===== config.mk =====
export PLATFORM = sky130hd
export DESIGN_NAME = imu_frame_parser_unit
export DESIGN_NICKNAME = d
export VERILOG_FILES = /design/src/sv/ifp_pkg.sv /design/src/sv/ifp_framer.sv /design/src/sv/ifp_fifo.sv /design/src/sv/ifp_decoder.sv /design/src/sv/imu_frame_parser_unit.sv
export SDC_FILE = /design/constraint.sdc
export NUM_CORES = 1
export LEC_CHECK = 0
export BUFFER_PORTS_ARGS = -buffer_cell sky130_fd_sc_hd__buf_2
export CAP_MARGIN = 20
export CORE_MARGIN = 4
export CORE_UTILIZATION = 40
export DETAILED_ROUTE_END_ITERATION = 8
export GPL_ROUTABILITY_DRIVEN = 0
export RECOVER_POWER = 25
export SLEW_MARGIN = 40
export SYNTH_ARGS = -nofsm -noshare
export SYNTH_HDL_FRONTEND = slang
export SYNTH_SLANG_ARGS = --single-unit

===== constraint.sdc =====
create_clock -name clk_i -period 17.5 [get_ports clk_i]
set_input_delay 1.75 -clock clk_i [delete_from_list [all_inputs] [get_ports clk_i]]
set_output_delay 1.75 -clock clk_i [all_outputs]
set_load 0.05 [all_outputs]

===== src/sv/ifp_pkg.sv =====
// Shared types, constants and helpers of the IMU frame parser.
package ifp_pkg;

  localparam int unsigned PAYLOAD_BYTES = 18;
  localparam int unsigned IDX_W         = 5;
  localparam int unsigned QUEUE_DEPTH   = 2;
  localparam int unsigned IN_TDATA_W    = 8;
  localparam int unsigned OUT_TDATA_W   = 216;

  localparam logic [7:0] SYNC_BYTE   = 8'h55;
  localparam logic [7:0] TYPE_MOTION = 8'h61;
  localparam logic [7:0] TYPE_REG    = 8'h71;
  localparam logic [7:0] REG_MAG     = 8'h3a;
  localparam logic [7:0] REG_BATT    = 8'h64;
  localparam logic [7:0] REG_TEMP    = 8'h40;
  localparam logic [7:0] REG_VER     = 8'h2e;

  localparam int unsigned N_LIMITS = 11;
  localparam logic signed [15:0] BATT_LIMIT [N_LIMITS] = '{
    16'sd396, 16'sd393, 16'sd387, 16'sd382, 16'sd379, 16'sd377,
    16'sd373, 16'sd370, 16'sd368, 16'sd350, 16'sd340
  };
  localparam logic [6:0] BATT_PCT [N_LIMITS] = '{
    7'd100, 7'd90, 7'd75, 7'd60, 7'd50, 7'd40, 7'd30, 7'd20, 7'd15, 7'd10, 7'd5
  };

  typedef enum logic [1:0] {
    ST_HUNT,
    ST_SYNC,
    ST_COLLECT
  } ifp_state_e;

  typedef enum logic [2:0] {
    KIND_MOTION  = 3'd0,
    KIND_MAG     = 3'd1,
    KIND_BATT    = 3'd2,
    KIND_TEMP    = 3'd3,
    KIND_VER_SET = 3'd4,
    KIND_VER_CLR = 3'd5
  } ifp_kind_e;

  // One complete frame handed from the framer to the decoder.
  typedef struct packed {
    logic                                motion;
    logic [PAYLOAD_BYTES-1:0][7:0]       payload;
  } ifp_frame_t;

  // Result beat layout, lowest bits last in this list.
  typedef struct packed {
    logic [4:0]       pad;
    logic [31:0]      version_word;
    logic [8:0][15:0] value;
    logic [31:0]      frames_seen;
    ifp_kind_e        kind;
  } ifp_result_t;

  function automatic logic [6:0] batt_percent(logic signed [15:0] cv);
    logic [6:0] pct;
    pct = 7'd0;
    // lowest threshold first so higher ones take priority
    for (int i = N_LIMITS - 1; i >= 0; i--) begin
      if (cv > BATT_LIMIT[i]) pct = BATT_PCT[i];
    end
    return pct;
  endfunction

endpackage


===== src/sv/ifp_framer.sv =====
// Header hunt and payload collection, one byte per cycle when ready.
module ifp_framer (
  input  logic                  clk_i,
  input  logic                  rst_ni,
  input  logic                  byte_valid_i,
  output logic                  byte_ready_o,
  input  logic [7:0]            byte_i,
  output logic                  push_valid_o,
  input  logic                  push_ready_i,
  output ifp_pkg::ifp_frame_t   push_frame_o
);
  import ifp_pkg::*;

  ifp_state_e                    state_q, state_d;
  logic [IDX_W-1:0]              idx_q, idx_d;
  logic                          motion_q, motion_d;
  logic [PAYLOAD_BYTES-1:0][7:0] payload_q;
  logic                          last_byte;
  logic                          fire;

  localparam logic [IDX_W-1:0] LAST_IDX = IDX_W'(PAYLOAD_BYTES - 1);

  assign last_byte    = (state_q == ST_COLLECT) && (idx_q == LAST_IDX);
  assign byte_ready_o = !last_byte || push_ready_i;
  assign fire         = byte_valid_i && byte_ready_o;
  assign push_valid_o = fire && last_byte;

  assign push_frame_o.motion  = motion_q;
  assign push_frame_o.payload = {byte_i, payload_q[PAYLOAD_BYTES-1:1]};

  always_comb begin
    state_d  = state_q;
    idx_d    = idx_q;
    motion_d = motion_q;
    if (fire) begin
      unique case (state_q)
        ST_HUNT: begin
          if (byte_i == SYNC_BYTE) state_d = ST_SYNC;
        end
        ST_SYNC: begin
          if (byte_i == TYPE_MOTION || byte_i == TYPE_REG) begin
            state_d  = ST_COLLECT;
            idx_d    = '0;
            motion_d = (byte_i == TYPE_MOTION);
          end else if (byte_i != SYNC_BYTE) begin
            state_d = ST_HUNT;
          end
        end
        ST_COLLECT: begin
          if (last_byte) begin
            state_d = ST_HUNT;
            idx_d   = '0;
          end else begin
            idx_d = idx_q + 1'b1;
          end
        end
        default: state_d = ST_HUNT;
      endcase
    end
  end

  always_ff @(posedge clk_i or negedge rst_ni) begin
    if (!rst_ni) begin
      state_q  <= ST_HUNT;
      idx_q    <= '0;
      motion_q <= 1'b0;
    end else begin
      state_q  <= state_d;
      idx_q    <= idx_d;
      motion_q <= motion_d;
    end
  end

  // payload shift line, newest byte at the top
  always_ff @(posedge clk_i) begin
    if (fire && state_q == ST_COLLECT) begin
      payload_q <= {byte_i, payload_q[PAYLOAD_BYTES-1:1]};
    end
  end

endmodule


===== src/sv/ifp_fifo.sv =====
// Short frame queue between framer and decoder.
module ifp_fifo #(
  parameter int unsigned Depth = ifp_pkg::QUEUE_DEPTH
) (
  input  logic                clk_i,
  input  logic                rst_ni,
  input  logic                push_valid_i,
  output logic                push_ready_o,
  input  ifp_pkg::ifp_frame_t push_frame_i,
  output logic                pop_valid_o,
  input  logic                pop_ready_i,
  output ifp_pkg::ifp_frame_t pop_frame_o
);
  import ifp_pkg::*;

  localparam int unsigned PtrW = (Depth > 1) ? $clog2(Depth) : 1;
  localparam int unsigned CntW = $clog2(Depth + 1);
  localparam logic [PtrW-1:0] PtrLast = PtrW'(Depth - 1);

  ifp_frame_t      mem_q [Depth];
  logic [PtrW-1:0] wr_q, rd_q;
  logic [CntW-1:0] cnt_q;
  logic            push, pop;

  assign push_ready_o = (cnt_q != CntW'(Depth));
  assign pop_valid_o  = (cnt_q != '0);
  assign push         = push_valid_i && push_ready_o;
  assign pop          = pop_valid_o && pop_ready_i;
  assign pop_frame_o  = mem_q[rd_q];

  always_ff @(posedge clk_i or negedge rst_ni) begin
    if (!rst_ni) begin
      wr_q  <= '0;
      rd_q  <= '0;
      cnt_q <= '0;
    end else begin
      if (push) wr_q <= (wr_q == PtrLast) ? '0 : wr_q + 1'b1;
      if (pop)  rd_q <= (rd_q == PtrLast) ? '0 : rd_q + 1'b1;
      if (push && !pop)      cnt_q <= cnt_q + 1'b1;
      else if (pop && !push) cnt_q <= cnt_q - 1'b1;
    end
  end

  always_ff @(posedge clk_i) begin
    if (push) mem_q[wr_q] <= push_frame_i;
  end

endmodule


===== src/sv/ifp_decoder.sv =====
// Back end: frame decode, frame counter and output register.
module ifp_decoder (
  input  logic                 clk_i,
  input  logic                 rst_ni,
  input  logic                 frame_valid_i,
  output logic                 frame_ready_o,
  input  ifp_pkg::ifp_frame_t  frame_i,
  output logic                 res_valid_o,
  input  logic                 res_ready_i,
  output ifp_pkg::ifp_result_t res_o
);
  import ifp_pkg::*;

  logic        out_valid_q;
  ifp_result_t out_q, res_d;
  logic [31:0] count_q;
  logic        known;
  logic        take;
  logic [7:0]  reg_byte;
  logic [8:0][15:0] words;
  logic [31:0] ver;

  assign frame_ready_o = !out_valid_q || res_ready_i;
  assign take          = frame_valid_i && frame_ready_o;
  assign res_valid_o   = out_valid_q;
  assign res_o         = out_q;

  always_comb begin
    for (int k = 0; k < 9; k++) begin
      words[k] = {frame_i.payload[2*k+1], frame_i.payload[2*k]};
    end
    reg_byte = frame_i.payload[0];
    ver      = {words[2], words[1]};
    known    = 1'b1;
    res_d    = '0;
    res_d.frames_seen = count_q + 32'd1;
    if (frame_i.motion) begin
      res_d.kind  = KIND_MOTION;
      res_d.value = words;
    end else begin
      unique case (reg_byte)
        REG_MAG: begin
          res_d.kind     = KIND_MAG;
          res_d.value[0] = words[1];
          res_d.value[1] = words[2];
          res_d.value[2] = words[3];
        end
        REG_BATT: begin
          res_d.kind     = KIND_BATT;
          res_d.value[0] = {9'd0, batt_percent(words[1])};
        end
        REG_TEMP: begin
          res_d.kind     = KIND_TEMP;
          res_d.value[0] = words[1];
        end
        REG_VER: begin
          res_d.kind         = ver[31] ? KIND_VER_SET : KIND_VER_CLR;
          res_d.version_word = ver;
        end
        default: known = 1'b0;
      endcase
    end
  end

  always_ff @(posedge clk_i or negedge rst_ni) begin
    if (!rst_ni) begin
      out_valid_q <= 1'b0;
      count_q     <= '0;
    end else begin
      if (take && known) begin
        out_valid_q <= 1'b1;
        count_q     <= count_q + 32'd1;
      end else if (res_ready_i) begin
        out_valid_q <= 1'b0;
      end
    end
  end

  always_ff @(posedge clk_i) begin
    if (take && known) out_q <= res_d;
  end

endmodule


===== src/sv/imu_frame_parser_unit.sv =====
// Top level of the IMU frame parser: framer, frame queue and decoder.
//
//  channel  | dir | fields (tdata, lowest bit up)
//  ---------+-----+---------------------------------------------------------
//  s_axis   | in  | rx_byte[7:0]
//  m_axis   | out | kind[2:0], frames_seen[34:3], value_0..value_8 (16 each,
//           |     | from bit 35), version_word[210:179], zero pad to 216
//
// One byte beat is taken per cycle, except while the framer stalls as below. The
// framer never waits on the decoder except on the last byte of a frame when the
// frame queue is full. A frame is written into the queue and moves into the output
// register as it pops, which waits while the output register holds a stalled beat.
// The decoder decodes each frame combinationally; a frame is at least 20 beats long.
// rst_ni clears the hunt state, queue pointers, frame counter and output valid.
// A stalled output holds its beat while input bytes flow into the queue until the queue is full.
module imu_frame_parser_unit #(
  parameter int unsigned QueueDepth = ifp_pkg::QUEUE_DEPTH
) (
  input  logic                             clk_i,
  input  logic                             rst_ni,
  input  logic                             s_axis_tvalid,
  output logic                             s_axis_tready,
  input  logic [ifp_pkg::IN_TDATA_W-1:0]   s_axis_tdata,   // rx_byte
  output logic                             m_axis_tvalid,
  input  logic                             m_axis_tready,
  output logic [ifp_pkg::OUT_TDATA_W-1:0]  m_axis_tdata    // kind, frames_seen,
                                                           // value_0..8, version_word
);
  import ifp_pkg::*;

  // framer -> queue
  logic        push_valid, push_ready;
  ifp_frame_t  push_frame;
  // queue -> decoder
  logic        pop_valid, pop_ready;
  ifp_frame_t  pop_frame;
  ifp_result_t result;

  ifp_framer u_framer (
    .clk_i        (clk_i),
    .rst_ni       (rst_ni),
    .byte_valid_i (s_axis_tvalid),
    .byte_ready_o (s_axis_tready),
    .byte_i       (s_axis_tdata),
    .push_valid_o (push_valid),
    .push_ready_i (push_ready),
    .push_frame_o (push_frame)
  );

  ifp_fifo #(
    .Depth (QueueDepth)
  ) u_queue (
    .clk_i        (clk_i),
    .rst_ni       (rst_ni),
    .push_valid_i (push_valid),
    .push_ready_o (push_ready),
    .push_frame_i (push_frame),
    .pop_valid_o  (pop_valid),
    .pop_ready_i  (pop_ready),
    .pop_frame_o  (pop_frame)
  );

  ifp_decoder u_decoder (
    .clk_i         (clk_i),
    .rst_ni        (rst_ni),
    .frame_valid_i (pop_valid),
    .frame_ready_o (pop_ready),
    .frame_i       (pop_frame),
    .res_valid_o   (m_axis_tvalid),
    .res_ready_i   (m_axis_tready),
    .res_o         (result)
  );

  assign m_axis_tdata = result;

endmodule


==> summary.md, run 1 <==
| Metric | Value |
|---|---|
| Clk sinks | 682 |
| Max Clock Skew | 0.02865 ns |
| RSZ-0062 raised after global routing | no |
| Total track usage | 0.1557 |
| Worst-skew pair later-pin latency | about 0.6 ns |
| Initial antenna violation count | 1 |
| Outcome | complete, no violations |
| Crit-path max FO | 6 |
| Violation count after the first detailed-route iteration | 1115 |
| Critical Path RT | 15.75 ns |
| TritonCTS clock tree | yes |
| Largest family of logic cells by synthesized area | simple AND/OR/NAND/NOR gates |
| P per Cell Area | 109.6 nW/µm² |
| Slowest cell on crit path | or3_1 |
| Peak VDD IR | about 0.000096 V |
| Most common cell in the netlist | edfxtp_1 |
| Share of flip-flops with an asynchronous set or reset | 0.06598 |
| Final min period | just under 4 ns |
| Fmax | 258.8 MHz |
| Clk buf depth | 3 |
| Final instance area | 29640 µm² |
| Reg clk slew, reported paths | 0.06 ns |
| Setup tns final | 0 ns |
| XOR/XNOR share of the synthesized area | 0.02330 |
| Number of inserted diodes | 0 |
| Via count | 13130 |
| Hold-fix buffers, CTS | 0 |
| Post-Synth Adder-Cell Area | 0.001987 |
| Proportion of layout cells with a drive suffix above 1 | 0.2181 |
| Die width | 258.9 µm |
| Wire per inst | 20.44 µm |
| WP data arrival | 2.11 ns |
| Layout Nets | 1712 |
| DRC | 0 |
| Crit start category | flop |
| Primary FF master, synth | edfxtp_1 |
| CTS buffer count | 72 |
| Core area | 62050 µm² |
| Fillers | 5250 |
| Total die area | ~67000 µm² |
| EDFF count, synth | 637 |
| Worst slew margin | 0.4323 |
| YS warnings | 0 |
| Leakage power | 10.22 nW |
| Register area share after synthesis | 0.8042 |
| Cell taking the most area after synthesis | edfxtp_1 |
| Max stage delay on crit path | ~0.45 ns |
| Compound-Gate Fraction of Synth Area | 0.03179 |
| IO buf count | between 200 and 250 |
| Post-CTS sizing | 0 |
| Clock Tree Root | clkbuf_16 |
| Initial Util | 0.4059 |
| Total setup buffers inserted after CTS | 0 |
| I/O pin count | 230 |
| Synth cell types | 71 |
| Wirelength, routed | 53.01 mm |
| Hold/Removal Path Class | reg2reg |
| Syn-to-layout area delta | 17.69% |
| Critical Path End Type | output pin |
| Final setup fails | 0 |
| Die Ht | around 260 µm |
| Vias in the first global route | 13170 |
| Top cells by count, synth | 637 x edfxtp_1, 171 x nor2_1, 138 x mux2i_1 |
| CP Cell Sequence | inv_1, ha_1, nand3_1, or3_1, buf_2 |
| Pre-CTS setup slack | roughly 13 ns |
| Synth Area in Simple Gates | 0.06438 |
| Setup CP Type | reg2out |
| Hold Vio Cnt, Final | 0 |
| Fin worst setup slack | 13.64 ns |
| Vias per cell | 5.063 |
| Fin util | 0.4776 |
| Worst Max-Slew Pin Slew | 0.8279 ns |
| Grt ovf | 0 |
| Largest cells by area after synthesis | edfxtp_1 76%, mux2i_1 5.5%, dfrtp_1 4.5% |
| Yosys top cell area share | 0.7595 |
| Dpl cell area | approximately 27000 µm² |
| Fin crit share | 0.2208 |
| Cells after Synth | between 1000 and 1500 |
| Max_cap viols | 0 |
| Mapped Area | roughly 25000 µm² |
| DRT antenna net count | 0 |
| Largest net degree at the start of global routing | 101 |
| Cell Rows | 91 |
| H-tree depth | 3 |
| First-pass iteration count of the detailed router | 9 |
| Mux contribution to synthesized area | 0.06106 |
| Yosys reg bits | about 700 |
| Avg Synthesized Cell Area | 17.61 µm² |
| Count of final max-slew check failures | 0 |
| Placed wire-length estimate | around 33 mm |
| First-pass GRT wire length | 80.60 mm |
==> where the power goes <==
| group | leakage, nW | total, W | switching [W] | internal, W |
|---|---|---|---|---|
| Clock | 1.12 | 0.00148 | 0.000621 | 0.000861 |
| Combinational | 2.60 | 0.00000803 | 0.00000653 | 0.00000149 |
| Sequential | 6.50 | 0.00176 | 0.000000247 | 0.00176 |
==> area by class of cell <==
type	count	area, µm²	area share
multi-input combinational	688	4647	0.1568
inverter	8	37.54	0.001266
tap	837	1047	0.03533
clock buffer	97	1938	0.06539
clock inverter	37	366.6	0.01237
sequential	682	20260	0.6835
timing repair buffer	244	1345	0.04538
==> cells in the final DEF, fill, tap and decap left out, drive strengths merged, types with 9 or more instances in the layout <==
cell type,count
edfxtp,637
o21ai,26
nor2,172
clkbuf,97
nor3,17
a21oi,19
mux2i,142
nand3,27
or3,11
and3,9
dfrtp,45
buf,244
clkinv,28
nand2,52
mux2,9
nand2b,10
xor2,23
o22ai,33
inv,11
xnor2,44
==> final timing paths <==
kind / start / slack (ns) / endpoint / cells past startpoint
setup / recovery: u_framer.idx_q[1] / 13.64 / s_axis_tready / 5
hold / removal: u_framer.push_frame_o[43] / 0.46 / u_queue.mem_q[0][43] / 0
setup reg to reg: u_queue.rd_q / 13.71 / u_decoder.res_o[78] / 9
hold reg to reg: u_framer.push_frame_o[43] / 0.46 / u_queue.mem_q[0][43] / 0
max in group asynchronous: rst_ni / 15.87 / u_queue.rd_q / 1
min in group asynchronous: rst_ni / 1.15 / u_decoder.count_q[28] / 1
==> worst max-delay path, delay by kind of cell, from the launching register on <==
family / cells / cell delay, ns
adders and majority gates: 1 / 0.15
buffers and inverters: 2 / 0.31
and+or+nand+nor: 2 / 0.66
DFF: 1 / 0.41
==> cells by family after synthesis <==
family	Yosys count
buffers and inverters	64
muxes	151
DFF	682
adders and majority gates	4
other	1
AOI/OAI and AO/OA	117
xor gates and xnor gates	67
and+or+nand+nor	344
==> layer usage <==
metal / GRT usage / vias up / share of wire
met5: 0 / - / 0.00025
met1: 0.2170 / 6606 / 0.44
li1: - / 6001 / -
met4: 0.05007 / 2 / 0.023
met3: 0.03366 / 102 / 0.064
met2: 0.2468 / 418 / 0.48
==> metrics by stage <==
step                hold WS (ns)  total power (W)  cells
CTS                       0.4544         0.003287   2592
floorplan                 0.4215         0.001796   1434
finish                    0.4580         0.003247   2593
detailed placement        0.4412         0.001800   2458
global placement          0.4263         0.001800   2456
global route              0.4608         0.003359   2593
==> sequential cells by signal, indices dropped and copies added (netlist names) <==
register               flops
u_framer.idx_q             5
u_decoder.res_valid_o      1
u_framer.state_q           2
u_queue.wr_q               1
u_queue.mem_q            290
u_decoder.res_o          211
u_queue.rd_q               1
u_framer.push_frame_o    136
u_queue.cnt_q              2
u_framer.motion_q          1
u_decoder.count_q         32
(Power assumes the default switching activity.)
==> inputs of run 2 (changes only) <==
--- a/config.mk
+++ b/config.mk
@@ -5,6 +5,7 @@
 export SDC_FILE = /design/constraint.sdc
 export NUM_CORES = 1
 export LEC_CHECK = 0
+export ABC_AREA = 1
 export BUFFER_PORTS_ARGS = -buffer_cell sky130_fd_sc_hd__buf_2
 export CAP_MARGIN = 20
 export CORE_MARGIN = 4
==> constraint.sdc (replaced) <==
create_clock -name clk_i -period 4 [get_ports clk_i]
set_input_delay 0.4 -clock clk_i [delete_from_list [all_inputs] [get_ports clk_i]]
set_output_delay 0.4 -clock clk_i [all_outputs]
set_load 0.05 [all_outputs]
==> run 2 against run 1 <==
Net effect: final cell count grew 21%; first-iteration DRC count grew 12%; routed wire length grew 8.4%; utilization shrank 0.093 points; power grew to 7.7 times the previous value; clock skew grew 0.0012 ns; register-to-register slack lost 13 ns; clock-buffer cell count shrank 7; sequential cell count is the same; sequential power grew to 5.6 times the previous value; largest power group unchanged.
==> summary.md, run 2 <==
| Metric | Value |
|---|---|
| Fin crit share | 0.8543 |
| Yosys reg bits | a little under 700 |
| Peak VDD IR | 0.0005035 V |
| Most flop-heavy register | u_queue.mem_q |
| Primary FF master, synth | edfxtp_1 |
| Die width | ~260 µm |
| Cells after Synth | between 1500 and 2000 |
| Fin worst setup slack | 0.5829 ns |
| Setup tns final | 0 ns |
| Largest family of logic cells by synthesized area | simple AND/OR/NAND/NOR gates |
| Crit-path max FO | between 80 and 90 |
| Pre-CTS setup slack | about 0.66 ns |
| Placed wire-length estimate | 36.56 mm |
| FF-to-FF path depth | 11 |
| Post-Synth Adder-Cell Area | 0.001925 |
| Commonest cells after routing, fill and taps aside | 637 x edfxtp_1, 613 x nand2_1, 216 x buf_2 |
| Core area | 64350 µm² |
| Max_cap viols | 0 |
| Worst Max-Slew Pin Slew | 0.7114 ns |
| P per Cell Area | about 800 nW/µm² |
| First-pass iteration count of the detailed router | 5 |
| Avg Synthesized Cell Area | between 10 and 15 µm² |
| Worst r2r src | u_queue.rd_q |
| Syn-to-layout area delta | 17.97% |
| Share of flip-flops with an asynchronous set or reset | 0.06598 |
| Crit start category | flop |
| Critical Path End Type | flop |
| Synth Area in Simple Gates | 0.1337 |
| Clk sinks | between 600 and 700 |
| Worst Min Path Start | m_axis_tready |
| Most common cell in the netlist | edfxtp_1 |
| Clock Tree Root | clkbuf_16 |
| Total power | 0.02495 W |
| WHS Endpoint | u_decoder.res_valid_o |
| Violation count after the first detailed-route iteration | 1245 |
| Leakage power | 12.21 nW |
| I/O pin count | 230 |
| Met3 wire length | 3.092 mm |
| Largest net degree at the start of global routing | 90 |
| Final min period | 3.417 ns |
| R2R Setup Slk | ~0.58 ns |
| Hold/Removal Path Class | in2reg |
| DRT antenna net count | 0 |
| Fmax | 292.6 MHz |
| Total die area | ~70000 µm² |
| Max Clock Skew | 0.02989 ns |
| Final setup fails | 0 |
| WP data arrival | 3.75 ns |
| Proportion of layout cells with a drive suffix above 1 | 0.1739 |
| Critical Path RT | 4.34 ns |
| TritonCTS clock tree | yes |
| Mapped Area | 26000 µm² |
| Wire per inst | 18.35 µm |
| Worst-skew pair later-pin latency | 0.62 ns |
| Max FFs per register | 290 |
| Yosys top cell area share | 0.7356 |
| Layout Nets | around 2200 |
| Setup CP Type | reg2reg |
| Compound-Gate Fraction of Synth Area | 0.02724 |
| Worst slew margin | 0.5135 |
| Hold path depth | 2 |
| H-tree depth | 3 |
| Largest cells by area after synthesis | edfxtp_1 74%, nand2_1 8.8%, dfrtp_1 4.3% |
| IO buf count | 224 |
| Worst R2R End | u_decoder.res_o[136] |
| Most common cell after layout, fill and taps aside | edfxtp_1 |
| Wirelength, routed | 57.48 mm |
| Total track usage | 0.1628 |
| Count of final max-slew check failures | 0 |
| CTS buffer count | 72 |
| Reg clk slew, reported paths | 0.06 ns |
| Routed wl met2 | 28.61 mm |
| Initial Util | 0.4041 |
| Vias per cell | 4.839 |
| Grt ovf | 0 |
| Top cells by count, synth | 637 x edfxtp_1, 613 x nand2_1, 170 x inv_1 |
| DRT met1 WL | 24.33 mm |
| DRC | 0 |
| Via count | roughly 15000 |
| RSZ-0062 raised after global routing | no |
| Hold Vio Cnt, Final | 0 |
| XOR/XNOR share of the synthesized area | 0.01112 |
| Synth cell types | 49 |
| Outcome | complete, no violations |
| YS warnings | 0 |
| Cell taking the most area after synthesis | edfxtp_1 |
| Initial antenna violation count | 1 |
| Clk buf depth | 3 |
| Register area share after synthesis | 0.7789 |
| WHS | 0.05078 ns |
| Total setup buffers inserted after CTS | 0 |
| First-pass GRT wire length | 89.34 mm |
| Die Ht | 263.0 µm |
| Mux contribution to synthesized area | 0.006544 |
| Max layer used | met4 |
| EDFF count, synth | 637 |
| Cell Rows | 93 |
| Vias in the first global route | 15140 |
run 2: changes by cell type after synthesis, moves of 15 or more:
cell | previous run | this run
o31ai_1 | 3 | 18
o21ai_1 | 6 | 27
mux2i_1 | 138 | 17
nand2_1 | 50 | 613
nor2_1 | 171 | 123
xnor2_1 | 44 | 3
inv_1 | 7 | 170
run 2: per-stage QoR:
step / instances / cell area (µm²) / utilization
floorplan: 1957 / 26050 / -
global placement: 2993 / 28200 / 0.4383
detailed placement: 2995 / 28240 / 0.4389
CTS: 3130 / 30650 / 0.4763
global route: 3132 / 30670 / 0.4767
finish: 3133 / 30680 / 0.4767
run 2: routing by layer:
layer,GRT usage,up-vias
li1,-,7226
met1,0.2147,7330
met2,0.2741,489
met3,0.03024,115
met4,0.05368,0
met5,0,-
run 2: critical path, stage by stage, from the launching register on:
cell and delay [ns]:
dfrtp_4 0.58, inv_4 0.19, or2_1 0.12, o21ai_1 0.17, inv_2 0.14, nor2_1 0.08
and3_4 0.18, nor2_1 0.17, nand4_1 0.22, nand2_2 0.36, clkinv_8 0.35, buf_12 0.39
run 2: report_power, final:
part           total (W)  leakage (nW)  internal, W  switching, W
registers        0.00983          6.47      0.00937      0.000455
logic            0.00847          4.58      0.00165       0.00681
clock network    0.00665          1.15      0.00393       0.00272
run 2: what timing repair did:
| item | 4_1_cts | 5_1_grt |
|---|---|---|
| gates resized for setup | 0 | 0 |
| hold buffers | 4 | 0 |
| endpoints found under the hold margin | 32 | 0 |
run 2: cells by family after synthesis:
family,Yosys count
fa+ha+maj,4
buf+inv,249
other cells,1
compound gates,113
simple gates,854
mux,17
xor+xnor,33
flops,682
run 2: how the worst max path moves through the flow:
stage                                  from                    end  slack [ns]  cells after the start
after floorplan           u_framer.idx_q[0]    u_queue.mem_q[0][0]        0.04                      8
after global placement         u_queue.rd_q    u_decoder.res_o[36]        0.76                     18
after detailed placement       u_queue.rd_q  u_decoder.count_q[13]        0.66                     13
after CTS                      u_queue.rd_q  u_decoder.count_q[13]        0.65                     13
after global routing           u_queue.rd_q   u_decoder.res_o[136]        0.41                     12
final                          u_queue.rd_q   u_decoder.res_o[136]        0.58                     11
run 2: area by class of cell:
| class | instances | area [µm²] |
|---|---|---|
| Timing Repair Buffer | 258 | 1533 |
| Inverter | 180 | 694.4 |
| Clock inverter | 41 | 455.4 |
| Fill cell | 5618 | 33670 |
| Sequential cell | 682 | 20260 |
| Clock buffer | 90 | 1912 |
| Antenna cell | 1 | 2.502 |
| Multi-Input combinational cell | 1026 | 4751 |
| Tap cell | 855 | 1070 |
